## config.mk

```make
export PLATFORM = sky130hd
export DESIGN_NAME = sync_length_xor_frame_receiver_flat
export DESIGN_NICKNAME = d
export VERILOG_FILES = /design/src/rtl/slxfr_pkg.sv /design/src/rtl/slxfr_if.sv /design/src/rtl/slxfr_ram.sv /design/src/rtl/slxfr_timer.sv /design/src/rtl/sync_length_xor_frame_receiver.sv /design/src/flat_wrapper.sv
export SDC_FILE = /design/constraint.sdc
export NUM_CORES = 1
export LEC_CHECK = 0
export BUFFER_PORTS_ARGS = -buffer_cell sky130_fd_sc_hd__buf_2
export CELL_PAD_IN_SITES_DETAIL_PLACEMENT = 0
export CELL_PAD_IN_SITES_GLOBAL_PLACEMENT = 1
export CORE_ASPECT_RATIO = 0.6
export CORE_MARGIN = 3
export CORE_UTILIZATION = 30
export CTS_CLUSTER_DIAMETER = 100
export CTS_CLUSTER_SIZE = 25
export DETAILED_ROUTE_END_ITERATION = 16
export PLACE_DENSITY_LB_ADDON = 0.1
export SKIP_LAST_GASP = 1
export SLEW_MARGIN = 20
export SYNTH_ARGS = -nofsm -noshare
export SYNTH_HDL_FRONTEND = slang
export SYNTH_SLANG_ARGS = --single-unit
```

## constraint.sdc

```tcl
create_clock -name clk -period 6.65 [get_ports clk]
set_clock_uncertainty 0.2 [all_clocks]
set_input_delay 0.3325 -clock clk [delete_from_list [all_inputs] [get_ports clk]]
set_output_delay 0.3325 -clock clk [all_outputs]
set_load 0.05 [all_outputs]
```

## src/rtl/slxfr_pkg.sv

```systemverilog
// Shared constants and types for the sync/length/xor frame receiver.
package slxfr_pkg;

	localparam int MAX_PAYLOAD = 20;
	localparam int STATE_BYTES = 12;

	localparam logic [7:0] SYNC_BYTE = 8'hA5;

	localparam int BYTE_W     = 8;
	localparam int EV_W       = 3;
	localparam int IDX_W      = 4;
	localparam int TICK_W     = 16;
	localparam int CFG_DATA_W = 16;
	localparam int CFG_IDX_W  = 1;

	localparam int ADDR_W = (MAX_PAYLOAD > 1) ? $clog2(MAX_PAYLOAD) : 1;
	localparam int LEN_W  = $clog2(MAX_PAYLOAD + 1);
	localparam int POS_W  = $clog2(MAX_PAYLOAD + 4);

	localparam logic [POS_W-1:0] POS_HUNT = POS_W'(0);
	localparam logic [POS_W-1:0] POS_TYPE = POS_W'(1);
	localparam logic [POS_W-1:0] POS_LEN  = POS_W'(2);
	localparam logic [POS_W-1:0] POS_DATA = POS_W'(3);

	localparam logic [CFG_IDX_W-1:0] CFG_TIMEOUT = 1'd0;
	localparam logic [CFG_IDX_W-1:0] CFG_TYPE    = 1'd1;

	localparam logic [TICK_W-1:0] TIMEOUT_RST = 16'd1000;
	localparam logic [BYTE_W-1:0] TYPE_RST    = 8'd83;

	typedef enum logic [EV_W-1:0] {
		EV_NONE    = 3'd0,
		EV_STATE   = 3'd1,
		EV_BADSUM  = 3'd2,
		EV_TOOLONG = 3'd3,
		EV_OTHER   = 3'd4
	} ev_t;

	typedef struct packed {
		logic tick;
		logic restart;
	} tmr_ctl_t;

	typedef struct packed {
		logic relay_now;
		logic relay_next;
	} tmr_stat_t;

endpackage

```

## src/rtl/slxfr_if.sv

```systemverilog
// Valid/ready channel interfaces for input items and result beats.
interface slxfr_in_if import slxfr_pkg::*; ();
	logic              valid;
	logic              ready;
	logic              action;
	logic [BYTE_W-1:0] rx_byte;

	modport source (output valid, output action, output rx_byte, input ready);
	modport sink (input valid, input action, input rx_byte, output ready);
endinterface

interface slxfr_out_if import slxfr_pkg::*; ();
	logic              valid;
	logic              ready;
	logic [EV_W-1:0]   event_res;
	logic              relay_on;
	logic [IDX_W-1:0]  byte_index;
	logic [BYTE_W-1:0] byte_value;
	logic              last;

	modport source (output valid, output event_res, output relay_on, output byte_index,
		output byte_value, output last, input ready);
	modport sink (input valid, input event_res, input relay_on, input byte_index,
		input byte_value, input last, output ready);
endinterface

```

## src/rtl/slxfr_ram.sv

```systemverilog
// Simple dual-port RAM with registered read data.
module slxfr_ram #(
	parameter int DATA_W = 8,
	parameter int DEPTH  = 20,
	parameter int ADDR_W = (DEPTH > 1) ? $clog2(DEPTH) : 1
) (
	input  logic              clk,
	input  logic              we,
	input  logic [ADDR_W-1:0] waddr,
	input  logic [DATA_W-1:0] wdata,
	input  logic              re,
	input  logic [ADDR_W-1:0] raddr,
	output logic [DATA_W-1:0] rdata
);

	logic [DATA_W-1:0] mem [DEPTH];

	always_ff @(posedge clk) begin
		if (we) begin
			mem[waddr] <= wdata;
		end
	end

	always_ff @(posedge clk) begin
		if (re) begin
			rdata <= mem[raddr];
		end
	end

endmodule

```

## src/rtl/slxfr_timer.sv

```systemverilog
// Saturating activity timer and relay-active flag.
module slxfr_timer import slxfr_pkg::*; (
	input  logic              clk,
	input  logic              arst_n,
	input  tmr_ctl_t          ctl,
	input  logic [TICK_W-1:0] timeout,
	output tmr_stat_t         stat
);

	logic [TICK_W-1:0] elapsed_q;
	logic [TICK_W-1:0] elapsed_d;
	logic              heard_q;
	logic              heard_d;

	always_comb begin
		elapsed_d = elapsed_q;
		heard_d   = heard_q;
		if (ctl.restart) begin
			elapsed_d = '0;
			heard_d   = 1'b1;
		end else if (ctl.tick && elapsed_q != '1) begin
			elapsed_d = elapsed_q + TICK_W'(1);
		end
	end

	always_ff @(posedge clk or negedge arst_n) begin
		if (!arst_n) begin
			elapsed_q <= '0;
			heard_q   <= 1'b0;
		end else begin
			elapsed_q <= elapsed_d;
			heard_q   <= heard_d;
		end
	end

	assign stat.relay_now  = heard_q && (elapsed_q < timeout);
	assign stat.relay_next = heard_d && (elapsed_d < timeout);

endmodule

```

## src/rtl/sync_length_xor_frame_receiver.sv

```systemverilog
// Top level of the sync/type/length/xor frame receiver.
//
// Input channel in_ch carries one item per beat: a received serial byte
// (action 0) or a one-tick timer event (action 1). Output channel out_ch
// carries result beats: event code, relay flag, state byte index and value,
// and last on the final beat caused by an item.
// Configuration is a plain write port (cfg_we, cfg_index, cfg_data):
// index 0 sets the timeout in ticks, index 1 the accepted frame type.
// A tick or a byte that does not complete a good state frame yields one
// beat, registered in the cycle after the item is taken; the next item may
// be taken in the cycle the beat leaves. A good state frame yields twelve
// beats read back from the payload RAM: for each beat a read state issues
// the RAM read and a load state then registers the beat, waiting while the
// output register is full. No item is taken until the last beat is loaded.
// Reset clears the parser to sync hunt, the timer and flag, and loads the
// register defaults; RAM contents are not cleared. When the sink stalls,
// the output register holds its beat and the input stops taking items.
module sync_length_xor_frame_receiver import slxfr_pkg::*; (
	input  logic                  clk,
	input  logic                  arst_n,
	slxfr_in_if.sink              in_ch,
	slxfr_out_if.source           out_ch,
	input  logic                  cfg_we,
	input  logic [CFG_IDX_W-1:0]  cfg_index,
	input  logic [CFG_DATA_W-1:0] cfg_data
);

	typedef enum logic [1:0] {
		ST_IDLE,
		ST_RD,
		ST_LD
	} state_t;

	state_t state_q;

	logic [TICK_W-1:0] timeout_q;
	logic [BYTE_W-1:0] acc_type_q;

	logic [POS_W-1:0]  pos_q, pos_d;
	logic [LEN_W-1:0]  len_q, len_d;
	logic [BYTE_W-1:0] xor_q, xor_d;
	logic [BYTE_W-1:0] type_q, type_d;

	logic [ADDR_W-1:0] cnt_q;

	logic              oval_q;
	ev_t               oev_q;
	logic              orelay_q;
	logic [IDX_W-1:0]  oidx_q;
	logic [BYTE_W-1:0] obyte_q;
	logic              olast_q;

	logic              out_free;
	logic              in_acc;
	logic              byte_acc;
	logic              frame_ok;
	ev_t               ev;
	logic              ram_we;
	logic [ADDR_W-1:0] ram_waddr;
	logic [BYTE_W-1:0] ram_rdata;
	tmr_ctl_t          tctl;
	tmr_stat_t         tstat;

	always_ff @(posedge clk or negedge arst_n) begin
		if (!arst_n) begin
			timeout_q  <= TIMEOUT_RST;
			acc_type_q <= TYPE_RST;
		end else if (cfg_we) begin
			case (cfg_index)
				CFG_TIMEOUT: timeout_q  <= cfg_data;
				CFG_TYPE:    acc_type_q <= cfg_data[BYTE_W-1:0];
				default: ;
			endcase
		end
	end

	assign out_free    = !oval_q || out_ch.ready;
	assign in_ch.ready = (state_q == ST_IDLE) && out_free;
	assign in_acc      = in_ch.valid && in_ch.ready;
	assign byte_acc    = in_acc && !in_ch.action;

	always_comb begin
		pos_d     = pos_q;
		len_d     = len_q;
		xor_d     = xor_q;
		type_d    = type_q;
		ev        = EV_NONE;
		frame_ok  = 1'b0;
		ram_we    = 1'b0;
		ram_waddr = ADDR_W'(pos_q - POS_DATA);
		if (byte_acc) begin
			if (pos_q == POS_HUNT) begin
				if (in_ch.rx_byte == SYNC_BYTE) begin
					pos_d = POS_TYPE;
					len_d = '0;
					xor_d = '0;
				end
			end else if (pos_q == POS_TYPE) begin
				type_d = in_ch.rx_byte;
				xor_d  = in_ch.rx_byte;
				pos_d  = POS_LEN;
			end else if (pos_q == POS_LEN) begin
				if (in_ch.rx_byte > BYTE_W'(MAX_PAYLOAD)) begin
					ev    = EV_TOOLONG;
					pos_d = POS_HUNT;
				end else begin
					len_d = LEN_W'(in_ch.rx_byte);
					xor_d = xor_q ^ in_ch.rx_byte;
					pos_d = POS_DATA;
				end
			end else if (pos_q < POS_W'(len_q) + POS_DATA) begin
				ram_we = 1'b1;
				xor_d  = xor_q ^ in_ch.rx_byte;
				pos_d  = pos_q + POS_W'(1);
			end else begin
				pos_d = POS_HUNT;
				if (xor_q != in_ch.rx_byte) begin
					ev = EV_BADSUM;
				end else if (type_q != acc_type_q || len_q != LEN_W'(STATE_BYTES)) begin
					ev = EV_OTHER;
				end else begin
					ev       = EV_STATE;
					frame_ok = 1'b1;
				end
			end
		end
	end

	always_ff @(posedge clk or negedge arst_n) begin
		if (!arst_n) begin
			pos_q  <= POS_HUNT;
			len_q  <= '0;
			xor_q  <= '0;
			type_q <= '0;
		end else begin
			pos_q  <= pos_d;
			len_q  <= len_d;
			xor_q  <= xor_d;
			type_q <= type_d;
		end
	end

	assign tctl.tick    = in_acc && in_ch.action;
	assign tctl.restart = frame_ok;

	slxfr_timer u_timer (
		.clk     (clk),
		.arst_n  (arst_n),
		.ctl     (tctl),
		.timeout (timeout_q),
		.stat    (tstat)
	);

	slxfr_ram #(
		.DATA_W (BYTE_W),
		.DEPTH  (MAX_PAYLOAD),
		.ADDR_W (ADDR_W)
	) u_ram (
		.clk   (clk),
		.we    (ram_we),
		.waddr (ram_waddr),
		.wdata (in_ch.rx_byte),
		.re    (state_q == ST_RD),
		.raddr (cnt_q),
		.rdata (ram_rdata)
	);

	always_ff @(posedge clk or negedge arst_n) begin
		if (!arst_n) begin
			state_q  <= ST_IDLE;
			cnt_q    <= '0;
			oval_q   <= 1'b0;
			oev_q    <= EV_NONE;
			orelay_q <= 1'b0;
			oidx_q   <= '0;
			obyte_q  <= '0;
			olast_q  <= 1'b0;
		end else begin
			if (out_ch.ready) begin
				oval_q <= 1'b0;
			end
			unique case (state_q)
				ST_IDLE: begin
					if (in_acc) begin
						if (frame_ok) begin
							cnt_q   <= '0;
							state_q <= ST_RD;
						end else begin
							oval_q   <= 1'b1;
							oev_q    <= ev;
							orelay_q <= tstat.relay_next;
							oidx_q   <= '0;
							obyte_q  <= '0;
							olast_q  <= 1'b1;
						end
					end
				end
				ST_RD: begin
					state_q <= ST_LD;
				end
				ST_LD: begin
					if (out_free) begin
						oval_q   <= 1'b1;
						oev_q    <= EV_STATE;
						orelay_q <= tstat.relay_now;
						oidx_q   <= IDX_W'(cnt_q);
						obyte_q  <= ram_rdata;
						olast_q  <= (cnt_q == ADDR_W'(STATE_BYTES - 1));
						if (cnt_q == ADDR_W'(STATE_BYTES - 1)) begin
							state_q <= ST_IDLE;
						end else begin
							cnt_q   <= cnt_q + ADDR_W'(1);
							state_q <= ST_RD;
						end
					end
				end
				default: state_q <= ST_IDLE;
			endcase
		end
	end

	assign out_ch.valid      = oval_q;
	assign out_ch.event_res  = oev_q;
	assign out_ch.relay_on   = orelay_q;
	assign out_ch.byte_index = oidx_q;
	assign out_ch.byte_value = obyte_q;
	assign out_ch.last       = olast_q;

	a_state_last: assert property (@(posedge clk) disable iff (!arst_n)
		oval_q && oev_q == EV_STATE |-> olast_q == (oidx_q == IDX_W'(STATE_BYTES - 1)))
		else $error("state beat last flag out of step with index");

	a_other_clean: assert property (@(posedge clk) disable iff (!arst_n)
		oval_q && oev_q != EV_STATE |-> olast_q && oidx_q == '0 && obyte_q == '0)
		else $error("non-state beat carries index, value or misses last");

	a_emit_hunt: assert property (@(posedge clk) disable iff (!arst_n)
		state_q != ST_IDLE |-> pos_q == POS_HUNT)
		else $error("parser not hunting while frame bytes are emitted");

	a_emit_relay: assert property (@(posedge clk) disable iff (!arst_n)
		oval_q && oev_q == EV_STATE |-> orelay_q == (timeout_q != '0))
		else $error("relay flag wrong on state beat");

	a_emit_start: assert property (@(posedge clk) disable iff (!arst_n)
		state_q == ST_IDLE && in_acc && frame_ok |=> state_q == ST_RD && cnt_q == '0)
		else $error("accepted frame did not start readback at entry zero");

endmodule

```

## src/flat_wrapper.sv

```systemverilog
// flat-port wrapper written by rule: the top's interface ports become plain ports
module sync_length_xor_frame_receiver_flat import slxfr_pkg::*;
  (clk, arst_n, cfg_we, cfg_index, cfg_data, in_ch_valid, in_ch_action, in_ch_rx_byte, in_ch_ready, out_ch_valid, out_ch_event_res, out_ch_relay_on, out_ch_byte_index, out_ch_byte_value, out_ch_last, out_ch_ready);
  slxfr_in_if in_ch_i ();
  slxfr_out_if out_ch_i ();
  input  logic clk;
  input  logic arst_n;
  input  logic cfg_we;
  input  logic [CFG_IDX_W-1:0] cfg_index;
  input  logic [CFG_DATA_W-1:0] cfg_data;
  input wire logic [$bits(in_ch_i.valid)-1:0] in_ch_valid;
  input wire logic [$bits(in_ch_i.action)-1:0] in_ch_action;
  input wire logic [$bits(in_ch_i.rx_byte)-1:0] in_ch_rx_byte;
  output wire logic [$bits(in_ch_i.ready)-1:0] in_ch_ready;
  output wire logic [$bits(out_ch_i.valid)-1:0] out_ch_valid;
  output wire logic [$bits(out_ch_i.event_res)-1:0] out_ch_event_res;
  output wire logic [$bits(out_ch_i.relay_on)-1:0] out_ch_relay_on;
  output wire logic [$bits(out_ch_i.byte_index)-1:0] out_ch_byte_index;
  output wire logic [$bits(out_ch_i.byte_value)-1:0] out_ch_byte_value;
  output wire logic [$bits(out_ch_i.last)-1:0] out_ch_last;
  input wire logic [$bits(out_ch_i.ready)-1:0] out_ch_ready;
  assign in_ch_i.valid = in_ch_valid;
  assign in_ch_i.action = in_ch_action;
  assign in_ch_i.rx_byte = in_ch_rx_byte;
  assign in_ch_ready = in_ch_i.ready;
  assign out_ch_valid = out_ch_i.valid;
  assign out_ch_event_res = out_ch_i.event_res;
  assign out_ch_relay_on = out_ch_i.relay_on;
  assign out_ch_byte_index = out_ch_i.byte_index;
  assign out_ch_byte_value = out_ch_i.byte_value;
  assign out_ch_last = out_ch_i.last;
  assign out_ch_i.ready = out_ch_ready;
  sync_length_xor_frame_receiver u_core (.clk(clk), .arst_n(arst_n), .in_ch(in_ch_i), .out_ch(out_ch_i), .cfg_we(cfg_we), .cfg_index(cfg_index), .cfg_data(cfg_data));
endmodule
```

==> flow_summary.json, run 1 <==
{
  "status": "complete, no violations",
  "fin_util_pct": 34.1,
  "clockBufferDepth": 3,
  "async_flop_share_pct": 35.4,
  "placed_cell_area_mm2": 0.0128,
  "synthCells": 819,
  "vias": 7057,
  "die_area_mm2": 0.0427,
  "cp_data_required_time_ns": 6.89,
  "rows": 56,
  "cp-end-kind": "flop",
  "gp_congestion": 0.806,
  "grt_max_degree": 66,
  "worstPathCellList": "inv_1 > ha_1 > nor3_1 > xnor2_1 > ha_1 > o211a_1 > a31oi_4 > nand2_1 > and4_1 > nor2_1 > ha_1 > a21o_1 > a21o_1 > a211o_1 > a221oi_1 > o211ai_1 > a31oi_1",
  "whs_ns": 0.0673,
  "vdd_drop_max_uv": 121,
  "grtUsageTotal_pct": 14.8,
  "yosys.area.top_type": "edfxtp_1",
  "crit_type": "reg2reg",
  "critPathBufInv": 1,
  "grt_overflow_total": 0,
  "grt_pass1_wl_um": 47500,
  "syn_avg_cell_area_um2": 14.7,
  "switchingPower_mw": 1.20,
  "post-place-ws_ns": 1.91,
  "fp.dieW_um": 265,
  "worst_r2r_path_depth": 17,
  "finalSetupViolCount": 0,
  "routed_wirelength_um": 31300,
  "max-cap-violations": 0,
  "numPortBuffers": 49,
  "rsz0062_at_grt": "false",
  "cts.htree.levels": 1,
  "drv_slew": 0,
  "clock_latency_ns": 0.52,
  "cts.sinks": 260,
  "layout_common_cells": "168 x edfxtp_1, 80 x dfrtp_1, 54 x nand2_1",
  "synthFlopType": "edfxtp_1",
  "p_per_area_mw_per_mm2": 285,
  "fill_cells": 3815,
  "layout_setup_ws_ns": 1.90,
  "synthToLayoutAreaGrowth_pct": 11.2,
  "top_layer": "met4",
  "grt_antenna_before_repair": 0,
  "hp-class": "in2async",
  "grt_pass1_vias": 7120,
  "final_cell_area_mm2": 0.0134,
  "cts_tree": "done",
  "drcViolationCount": 0,
  "critPathMaxStageDelay_ns": 0.86,
  "initial_core_util_pct": 30.7,
  "timing.final.hold_violations": 0,
  "hpwl_um": 21800,
  "fin_nets": 949,
  "ant_nets": 0,
  "synth_edf_count": 168,
  "cp_top_family": "compound AO/OA/AOI/OAI gates",
  "wl_met2_um": 12200,
  "period_minus_slack_ns": 4.75,
  "synth_top_area_share_pct": 41.9,
  "relSlewSlack_pct": 32.9,
  "wl_met3_um": 1170,
  "core_region_area_mm2": 0.0393,
  "crit_slowest_cell": "and4_1",
  "dr.first_iter.drc_count": 550,
  "dp_cells": 1360,
  "die_y_um": 161,
  "wl_met1_um": 17600,
  "pwr-share-seq_pct": 51.4,
  "combPwrFrac_pct": 23.4,
  "startpoint_type": "flop",
  "r2r_end": "u_core.out_ch.relay_on",
  "path_max_fanout": 21,
  "seq_area_frac_synth_pct": 61.1,
  "yosys-top-cells-area": "edfxtp_1 42%, dfrtp_1 17%, mux4_2 9.0%",
  "via_per_inst": 5.03,
  "instances_no_fill": 1404,
  "r2r_start": "u_core.len_q[0]",
  "cp_common_cell": "ha_1",
  "syn_area_mm2": 0.0120,
  "clock_power_share_pct": 25.3,
  "ys_types": 72,
  "worst_slew_pin_slew_ns": 1.00,
  "yosys_warnings": 0,
  "arrival_ns": 5.00,
  "fin_crit_sh_pct": 71.5,
  "ios": 50,
  "firstDrtPassIters": 5,
  "fin_tns_setup_ns": 0,
  "switching_share_pct": 31.5,
  "wl_per_cell_um": 22.3,
  "ys_ff_latch": 260,
  "path_clk_slew_ns": 0.11,
  "finalPower_mw": 3.82,
  "internal-power_mw": 2.62,
  "p_leak_nw": 4.94,
  "final_common_cell": "edfxtp_1",
  "r2r_slack_ns": 1.90,
  "syn_nets": 895,
  "fmax_mhz": 210,
  "cts_made_buffers": 14,
  "drive_gt1_share_pct": 20.1,
  "cts.root.buffer_cell": "clkbuf_16"
}
## cell families (layout without fill, tap and decap cells)
logic type	count (synthesis)	after routing	synth area share [%]
other	0	1	0
and+or+nand+nor	191	191	8.67
adders and majority gates	45	45	4.67
muxes	81	81	12.0
xor gates and xnor gates	32	32	2.33
AOI/OAI and AO/OA	144	144	8.57
DFF	260	260	61.1
buffers and inverters	66	128	2.70
## routing by layer
| layer | vias up | global-route usage, % |
|---|---|---|
| met5 | - | 0 |
| met4 | 0 | 1.88 |
| met3 | 20 | 2.04 |
| met2 | 110 | 19.7 |
| met1 | 3657 | 25.6 |
| li1 | 3270 | - |
## worst max-delay path by stage
stage | slack, ns | startpoint | cells past startpoint | end
floorplan | 2.70 | u_core.len_q[0] | 19 | u_core.out_ch.relay_on
global placement | 2.03 | u_core.pos_q[0] | 13 | u_core.out_ch.relay_on
detailed placement | 1.91 | u_core.len_q[0] | 17 | u_core.out_ch.relay_on
CTS | 1.89 | u_core.len_q[0] | 17 | u_core.out_ch.relay_on
global route | 1.63 | u_core.len_q[0] | 17 | u_core.out_ch.relay_on
finish | 1.90 | u_core.len_q[0] | 17 | u_core.out_ch.relay_on
## cells in the mapped netlist (18+ instances only)
cell type  number
nand2_1        54
xnor2_1        22
mux2_2         25
nor2_1         32
edfxtp_1      168
dfrtp_1        82
nand3_1        18
ha_1           45
clkbuf_1       20
inv_1          30
o21ai_0        46
mux4_2         48
## sequential cells by signal, summed over array words and instances (netlist names), 8 cells and up
signal	count
u_core.acc_type_q	8
u_core.out_ch.byte_value	8
u_core.timeout_q	16
u_core.type_q	8
u_core.u_ram.mem	160
u_core.u_ram.rdata	8
u_core.u_timer.elapsed_q	16
u_core.xor_q	8
## power by group through the flow
stage / clock network, mW / registers, mW / logic, mW
final: 0.966 / 1.96 / 0.893
after global routing: 1.06 / 1.98 / 1.00
after CTS: 1.01 / 1.97 / 0.895
after detailed placement: 0 / 2.00 / 0.880
after global placement: 0 / 2.00 / 0.869
after floorplan: 0 / 1.97 / 0.655
## layout make-up
| cell class | count | area, um^2 | area share [%] |
|---|---|---|---|
| sequential | 260 | 7360 | 54.9 |
| multi-input combinational | 493 | 4370 | 32.6 |
| tap | 522 | 653 | 4.87 |
| timing repair buffer | 74 | 483 | 3.60 |
| clock buffer | 23 | 405 | 3.02 |
| inverter | 30 | 113 | 0.840 |
| clock inverter | 1 | 16.3 | 0.121 |
| antenna | 1 | 2.50 | 0.0187 |
## repair_timing
| item | in CTS | in global routing |
|---|---|---|
| hold endpoints to repair | 53 | 0 |
| buffers inserted | 0 | 0 |
| gates resized for setup | 0 | 0 |
| hold buffers | 19 | 0 |
| endpoints found under the setup margin | 0 | 0 |
## worst register-to-register path: cells and delay by family (launching register included)
kind | cells | cell delay [ns]
adders and majority gates | 3 | 0.87
AOI/OAI and AO/OA | 8 | 1.59
buffers and inverters | 1 | 0.08
DFF | 1 | 0.38
and+or+nand+nor | 4 | 1.46
xor gates and xnor gates | 1 | 0.11
Note: power is estimated with default switching activity, not from simulation.
==> inputs of run 2 (changes only) <==
--- a/config.mk
+++ b/config.mk
@@ -5,6 +5,7 @@
 export SDC_FILE = /design/constraint.sdc
 export NUM_CORES = 1
 export LEC_CHECK = 0
+export ABC_AREA = 1
 export BUFFER_PORTS_ARGS = -buffer_cell sky130_fd_sc_hd__buf_2
 export CELL_PAD_IN_SITES_DETAIL_PLACEMENT = 0
 export CELL_PAD_IN_SITES_GLOBAL_PLACEMENT = 1
==> constraint.sdc (replaced) <==
create_clock -name clk -period 4.8 [get_ports clk]
set_clock_uncertainty 0.2 [all_clocks]
set_input_delay 0.24 -clock clk [delete_from_list [all_inputs] [get_ports clk]]
set_output_delay 0.24 -clock clk [all_outputs]
set_load 0.05 [all_outputs]
==> run 2 against run 1 <==
Compared with the run above: combinational power is 150% higher; largest power group unchanged; non-clock buffer count is 17 higher; sequential power is 44% higher; maximum frequency is 27% higher; first-iteration DRC count is 32% higher; utilization is 0.93 points higher; design area is 0.52% higher; clock power is 41% higher; largest cell class unchanged.
==> flow_summary.json, run 2 <==
{
  "cp_top_family": "simple AND/OR/NAND/NOR gates",
  "vdd_drop_max_uv": 200,
  "cp_common_cell": "nand2_1",
  "startpoint_type": "flop",
  "drv_slew": 0,
  "holdPathEnd": "u_core.out_ch.valid",
  "ant_nets": 0,
  "vias": 8349,
  "n_antenna_cell": 0,
  "cts.root.buffer_cell": "clkbuf_16",
  "path_clk_slew_ns": 0.12,
  "gp_congestion": 0.776,
  "min_from": "in_ch_valid",
  "r2r_end": "u_core.out_ch.relay_on",
  "dr.first_iter.drc_count": 724,
  "hpwl_um": 24700,
  "fp.dieW_um": 264,
  "critPathBufInv": 4,
  "routed_wirelength_um": 34900,
  "cts.sinks": 260,
  "yosysMostFrequentCell": "nand2_1",
  "p_leak_nw": 5.45,
  "status": "complete, no violations",
  "dp_cells": 1671,
  "worst_r2r_path_depth": 23,
  "r2r_slack_ns": 1.06,
  "syn_area_mm2": 0.0119,
  "instances_no_fill": 1716,
  "cts.htree.levels": 1,
  "grt_overflow_total": 0,
  "synthToLayoutAreaGrowth_pct": 12.8,
  "via_per_inst": 4.87,
  "regMostFlops": "u_core.u_ram.mem",
  "die_area_mm2": 0.0423,
  "cp_data_required_time_ns": 5.05,
  "fin_crit_sh_pct": 78.0,
  "cp-end-kind": "flop",
  "grt_pass1_wl_um": 52800,
  "fmax_mhz": 267,
  "layout_setup_ws_ns": 1.06,
  "async_flop_share_pct": 35.4,
  "firstDrtPassIters": 5,
  "r2r_start": "u_core.len_q[0]",
  "ctsHoldBuffers": 21,
  "arrival_ns": 4.00,
  "synth_top_area_share_pct": 42.2,
  "numPortBuffers": 49,
  "timing.final.hold_violations": 0,
  "seq_area_frac_synth_pct": 61.6,
  "ys_ff_latch": 260,
  "reg_top3": "u_core.u_ram.mem: 160 flops, u_core.timeout_q: 16 flops, u_core.u_timer.elapsed_q: 16 flops",
  "max-cap-violations": 0,
  "layout_common_cells": "171 x nand2_1, 168 x edfxtp_1, 141 x nor2_1",
  "crit_type": "reg2reg",
  "worstPathCellList": "inv_1 > ha_1 > nor2_1 > xor2_1 > ha_1 > nand2_1 > inv_1 > nand2_1 > nand2_1 > nor2_2 > nor3_2 > nand2_1 > inv_1 > a211o_1 > inv_1 > ha_1 > nand2_1 > nor2_1 > a211oi_1 > nand2_1 > nand2_1 > nand2_1 > a21oi_1",
  "yosys.area.top_type": "edfxtp_1",
  "rows": 55,
  "drcViolationCount": 0,
  "ys_types": 55,
  "fin_nets": 1271,
  "post-cts-setup-buffers": 0,
  "fin_tns_setup_ns": 0,
  "cts_tree": "done",
  "drive_gt1_share_pct": 12.1,
  "path_max_fanout": 6,
  "hp-class": "in2reg",
  "clockBufferDepth": 3,
  "ctsResizeCount": 0,
  "grt_antenna_before_repair": 0,
  "grtUsageTotal_pct": 16.4,
  "synth_edf_count": 168,
  "fin_util_pct": 35.0,
  "clock_latency_ns": 0.53,
  "syn_avg_cell_area_um2": 10.6,
  "initial_core_util_pct": 31.1,
  "core_region_area_mm2": 0.0385,
  "ios": 50,
  "crit_slowest_cell": "dfrtp_1",
  "yosys_warnings": 0,
  "period_minus_slack_ns": 3.74,
  "synthCells": 1125,
  "synth_commonest_cells": "172 x nand2_1, 168 x edfxtp_1, 141 x nor2_1, 115 x o21ai_0, 93 x inv_1",
  "p_per_area_mw_per_mm2": 476,
  "largest_reg_flops": 160,
  "final_common_cell": "nand2_1",
  "die_y_um": 161,
  "finalPower_mw": 6.41,
  "finalSetupViolCount": 0,
  "hold_depth": 5,
  "rsz0062_at_grt": "false",
  "wl_per_cell_um": 20.3,
  "synthFlopType": "edfxtp_1",
  "cts_made_buffers": 14,
  "critPathMaxStageDelay_ns": 0.40,
  "fill_cells": 3902,
  "worst_slew_pin_slew_ns": 0.983,
  "grt_max_degree": 56,
  "syn_nets": 1201,
  "yosys-top-cells-area": "edfxtp_1 42%, dfrtp_1 17%, nand2_1 5.4%",
  "relSlewSlack_pct": 34.4,
  "post-place-ws_ns": 0.991,
  "grt_pass1_vias": 7962
}
[run 2: layer usage]
layer | global-route usage [%] | up-vias | part of all wire, %
li1 | - | 4067 | -
met1 | 28.4 | 4104 | 56
met2 | 19.9 | 160 | 36
met3 | 4.09 | 18 | 6.7
met4 | 2.10 | 0 | 0.88
met5 | 0 | - | 0
[run 2: kinds of logic (layout without fill, tap and decap cells)]
| kind of cell | Yosys count | in the layout | synth area share, % |
|---|---|---|---|
| XOR/XNOR | 16 | 16 | 1.17 |
| AND/OR/NAND/NOR | 386 | 386 | 13.9 |
| AO/OA/AOI/OAI | 269 | 269 | 13.8 |
| adder cells (fa/ha/maj) | 45 | 45 | 4.71 |
| buffers and inverters | 149 | 227 | 4.84 |
| flip-flops | 260 | 260 | 61.6 |
[run 2: layout make-up]
| cell class | count | area, um^2 | share of cell area (%) |
|---|---|---|---|
| repair buffers | 91 | 616 | 4.57 |
| well taps | 513 | 642 | 4.76 |
| clock inverters | 1 | 16.3 | 0.121 |
| clock buffers | 23 | 405 | 3.01 |
| inverters | 112 | 422 | 3.13 |
| flip-flops and latches | 260 | 7360 | 54.6 |
| multi-input cells | 716 | 4010 | 29.8 |
[run 2: through the flow]
stage,instance area [um^2],hold slack (ns)
2_1_floorplan,11900,-0.256
3_3_place_gp,12800,0.187
3_5_place_dp,12800,0.184
4_1_cts,13500,0.0118
5_1_grt,13500,0.0287
6_report,13500,0.0273
[run 2: where the power goes]
group          total (mW)  switching [mW]  internal, mW
combinational        2.22            1.58         0.648
clock                1.36           0.763         0.598
sequential           2.83           0.181          2.65
total                6.41            2.52          3.89
[run 2: worst max path at each step]
stage               startpoint                     end  slack [ns]  cells after the start
4_1_cts        u_core.len_q[0]  u_core.out_ch.relay_on        0.97                     23
3_5_place_dp   u_core.len_q[0]  u_core.out_ch.relay_on        0.99                     23
2_1_floorplan  u_core.len_q[0]  u_core.out_ch.relay_on        1.58                     22
3_3_place_gp   u_core.len_q[0]  u_core.out_ch.relay_on        1.11                     23
5_1_grt        u_core.len_q[0]  u_core.out_ch.relay_on        0.58                     23
6_report       u_core.len_q[0]  u_core.out_ch.relay_on        1.06                     23
[run 2: worst reg2reg max path: cells and delay by family, from the launching register on]
| kind | cells | cell delay [ns] |
|---|---|---|
| flip-flops | 1 | 0.40 |
| AND/OR/NAND/NOR | 12 | 1.25 |
| adder cells (fa/ha/maj) | 3 | 0.73 |
| XOR/XNOR | 1 | 0.17 |
| buffers and inverters | 4 | 0.35 |
| AO/OA/AOI/OAI | 3 | 0.58 |
==> inputs of run 3 (changes only) <==
==> constraint.sdc (replaced) <==
create_clock -name clk -period 3.5 [get_ports clk]
set_clock_uncertainty 0.2 [all_clocks]
set_input_delay 0.175 -clock clk [delete_from_list [all_inputs] [get_ports clk]]
set_output_delay 0.175 -clock clk [all_outputs]
set_load 0.05 [all_outputs]
==> run 3 against run 2 <==
Compared with the run above: sequential power rose by 37%; critical path depth did not move; routed wire length rose by 1.3%; global-route usage rose by 0.24 points; utilization rose by 1.4 points; maximum frequency rose by 8.8%; sequential share of layout area fell by 2.1 points; via count rose by 2.0%; final cell count rose by 3.1%; critical endpoint unchanged; largest power group unchanged.
==> flow_summary.json, run 3 (synthesis gave the netlist of run 2 again) <==
{
  "status": "complete, no violations",
  "grt_antenna_before_repair": 1,
  "fin_nets": 1324,
  "grt_pass1_vias": 8109,
  "max-cap-violations": 0,
  "clockBufferDepth": 3,
  "drive_gt1_share_pct": 16.6,
  "path_clk_slew_ns": 0.12,
  "grt_pass1_wl_um": 53500,
  "hold_depth": 4,
  "layout_setup_ws_ns": 0.0597,
  "cp-end-kind": "flop",
  "wl_met2_um": 12900,
  "n_antenna_cell": 0,
  "cts.htree.levels": 1,
  "vias": 8512,
  "drcViolationCount": 0,
  "holdPathEnd": "u_core.acc_type_q[1]",
  "grtUsageTotal_pct": 16.6,
  "p_per_area_mw_per_mm2": 643,
  "r2r_start": "u_core.len_q[1]",
  "period_minus_slack_ns": 3.44,
  "die_area_mm2": 0.0423,
  "p_leak_nw": 5.75,
  "cts_tree": "done",
  "die_y_um": 161,
  "relSlewSlack_pct": 40.8,
  "ant_nets": 0,
  "reg_top3": "u_core.u_ram.mem: 160 flops, u_core.timeout_q: 16 flops, u_core.u_timer.elapsed_q: 16 flops",
  "cp_data_required_time_ns": 3.75,
  "fin_crit_sh_pct": 98.3,
  "synthToLayoutAreaGrowth_pct": 17.3,
  "wl_per_cell_um": 20.0,
  "wl_met1_um": 20500,
  "grt_overflow_total": 0,
  "crit_type": "reg2reg",
  "clock_latency_ns": 0.52,
  "drv_slew": 0,
  "final_common_cell": "nand2_1",
  "initial_core_util_pct": 31.1,
  "worst_r2r_path_depth": 23,
  "r2r_slack_ns": 0.06,
  "firstDrtPassIters": 7,
  "regMostFlops": "u_core.u_ram.mem",
  "instances_no_fill": 1769,
  "rsz0062_at_grt": "true",
  "cts.sinks": 260,
  "largest_reg_flops": 160,
  "hpwl_um": 24900,
  "vdd_drop_max_uv": 237,
  "post-place-ws_ns": -0.0213,
  "min_from": "cfg_we",
  "hp-class": "in2reg",
  "grt_max_degree": 83,
  "worst_slew_pin_slew_ns": 0.889,
  "gp_congestion": 0.777,
  "path_max_fanout": 7,
  "routed_wirelength_um": 35300,
  "arrival_ns": 3.69,
  "dp_cells": 1711,
  "layout_common_cells": "169 x nand2_1, 168 x edfxtp_1, 139 x nor2_1",
  "cts.root.buffer_cell": "clkbuf_16",
  "rows": 55,
  "top_layer": "met4",
  "via_per_inst": 4.81,
  "fmax_mhz": 291,
  "core_region_area_mm2": 0.0385,
  "wl_met3_um": 1590,
  "ios": 50,
  "startpoint_type": "flop",
  "r2r_end": "u_core.out_ch.relay_on",
  "numPortBuffers": 49,
  "timing.final.hold_violations": 0,
  "finalSetupViolCount": 0,
  "cts_made_buffers": 14,
  "fp.dieW_um": 264,
  "dr.first_iter.drc_count": 687
}
## run 3: changes by cell type in the layout (fill, tap and decap cells not counted), sizes merged
cell | before | now
buf | 70 | 115
dlygate4sd3 | 21 | 29
## run 3: worst max path at each step
stage	from	slack [ns]	depth (start not counted)	endpoint
floorplan	u_core.len_q[0]	0.28	22	u_core.out_ch.relay_on
global placement	u_core.len_q[1]	0.02	23	u_core.out_ch.relay_on
detailed placement	u_core.len_q[1]	-0.02	23	u_core.out_ch.relay_on
CTS	u_core.len_q[1]	0.003	23	u_core.out_ch.relay_on
global route	u_core.len_q[1]	-0.18	22	u_core.out_ch.relay_on
finish	u_core.len_q[1]	0.06	23	u_core.out_ch.relay_on
## run 3: timing repair
action | CTS | global route
buffers inserted | 1 | 4
cloned | 0 | 0
hold endpoints to repair | 126 | 0
resized for setup | 2 | 24
pin swaps | 0 | 11
setup endpoints to repair | 1 | 1
hold buffers | 29 | 0
## run 3: metal layers
layer  up-vias  track usage (%)
met1      4148             29.1
li1       4182                -
met3        20             2.47
met4         0             1.85
met5         -                0
met2       162             21.3
## run 3: power by group
part	internal, mW	switching (mW)
clock network	0.820	1.05
logic	1.02	2.25
registers	3.63	0.240
## run 3: area by class of cell
cell class	instances	area (um^2)
repair buffers	144	1060
fillers	3894	24500
clock buffers	23	405
multi-input cells	716	4100
flip-flops and latches	260	7360
clock inverters	1	16.3
inverters	112	427
well taps	513	642
## run 3: stage by stage
step                hold slack [ns]  total power, mW  util (%)  setup TNS, ns  instance area (um^2)
global route                  0.113             9.62      36.4         -0.181                 14000
finish                       0.0414             9.01      36.4              0                 14000
CTS                        0.000307             9.02      36.1              0                 13900
detailed placement            0.153             7.09      34.2        -0.0213                 13200
floorplan                    -0.321             5.98         -              0                 11900
global placement              0.158             7.13      34.2              0                 13200
## run 3: worst max-delay path, cell delays in order, from the launching register on
cell	delay [ns]
dfrtp_1	0.41
inv_1	0.08
ha_2	0.20
nor2_2	0.05
xor2_1	0.16
ha_1	0.31
a21oi_1	0.16
nand2_1	0.11
nor2_4	0.17
nor2_4	0.06
nand3_4	0.18
buf_6	0.13
o21ai_0	0.07
a21oi_1	0.17
ha_1	0.28
nand2_1	0.07
inv_1	0.03
nand2_1	0.05
nand2_1	0.06
nand2_1	0.07
nand2_2	0.08
nand2_1	0.07
nand2_1	0.04
a21oi_1	0.13
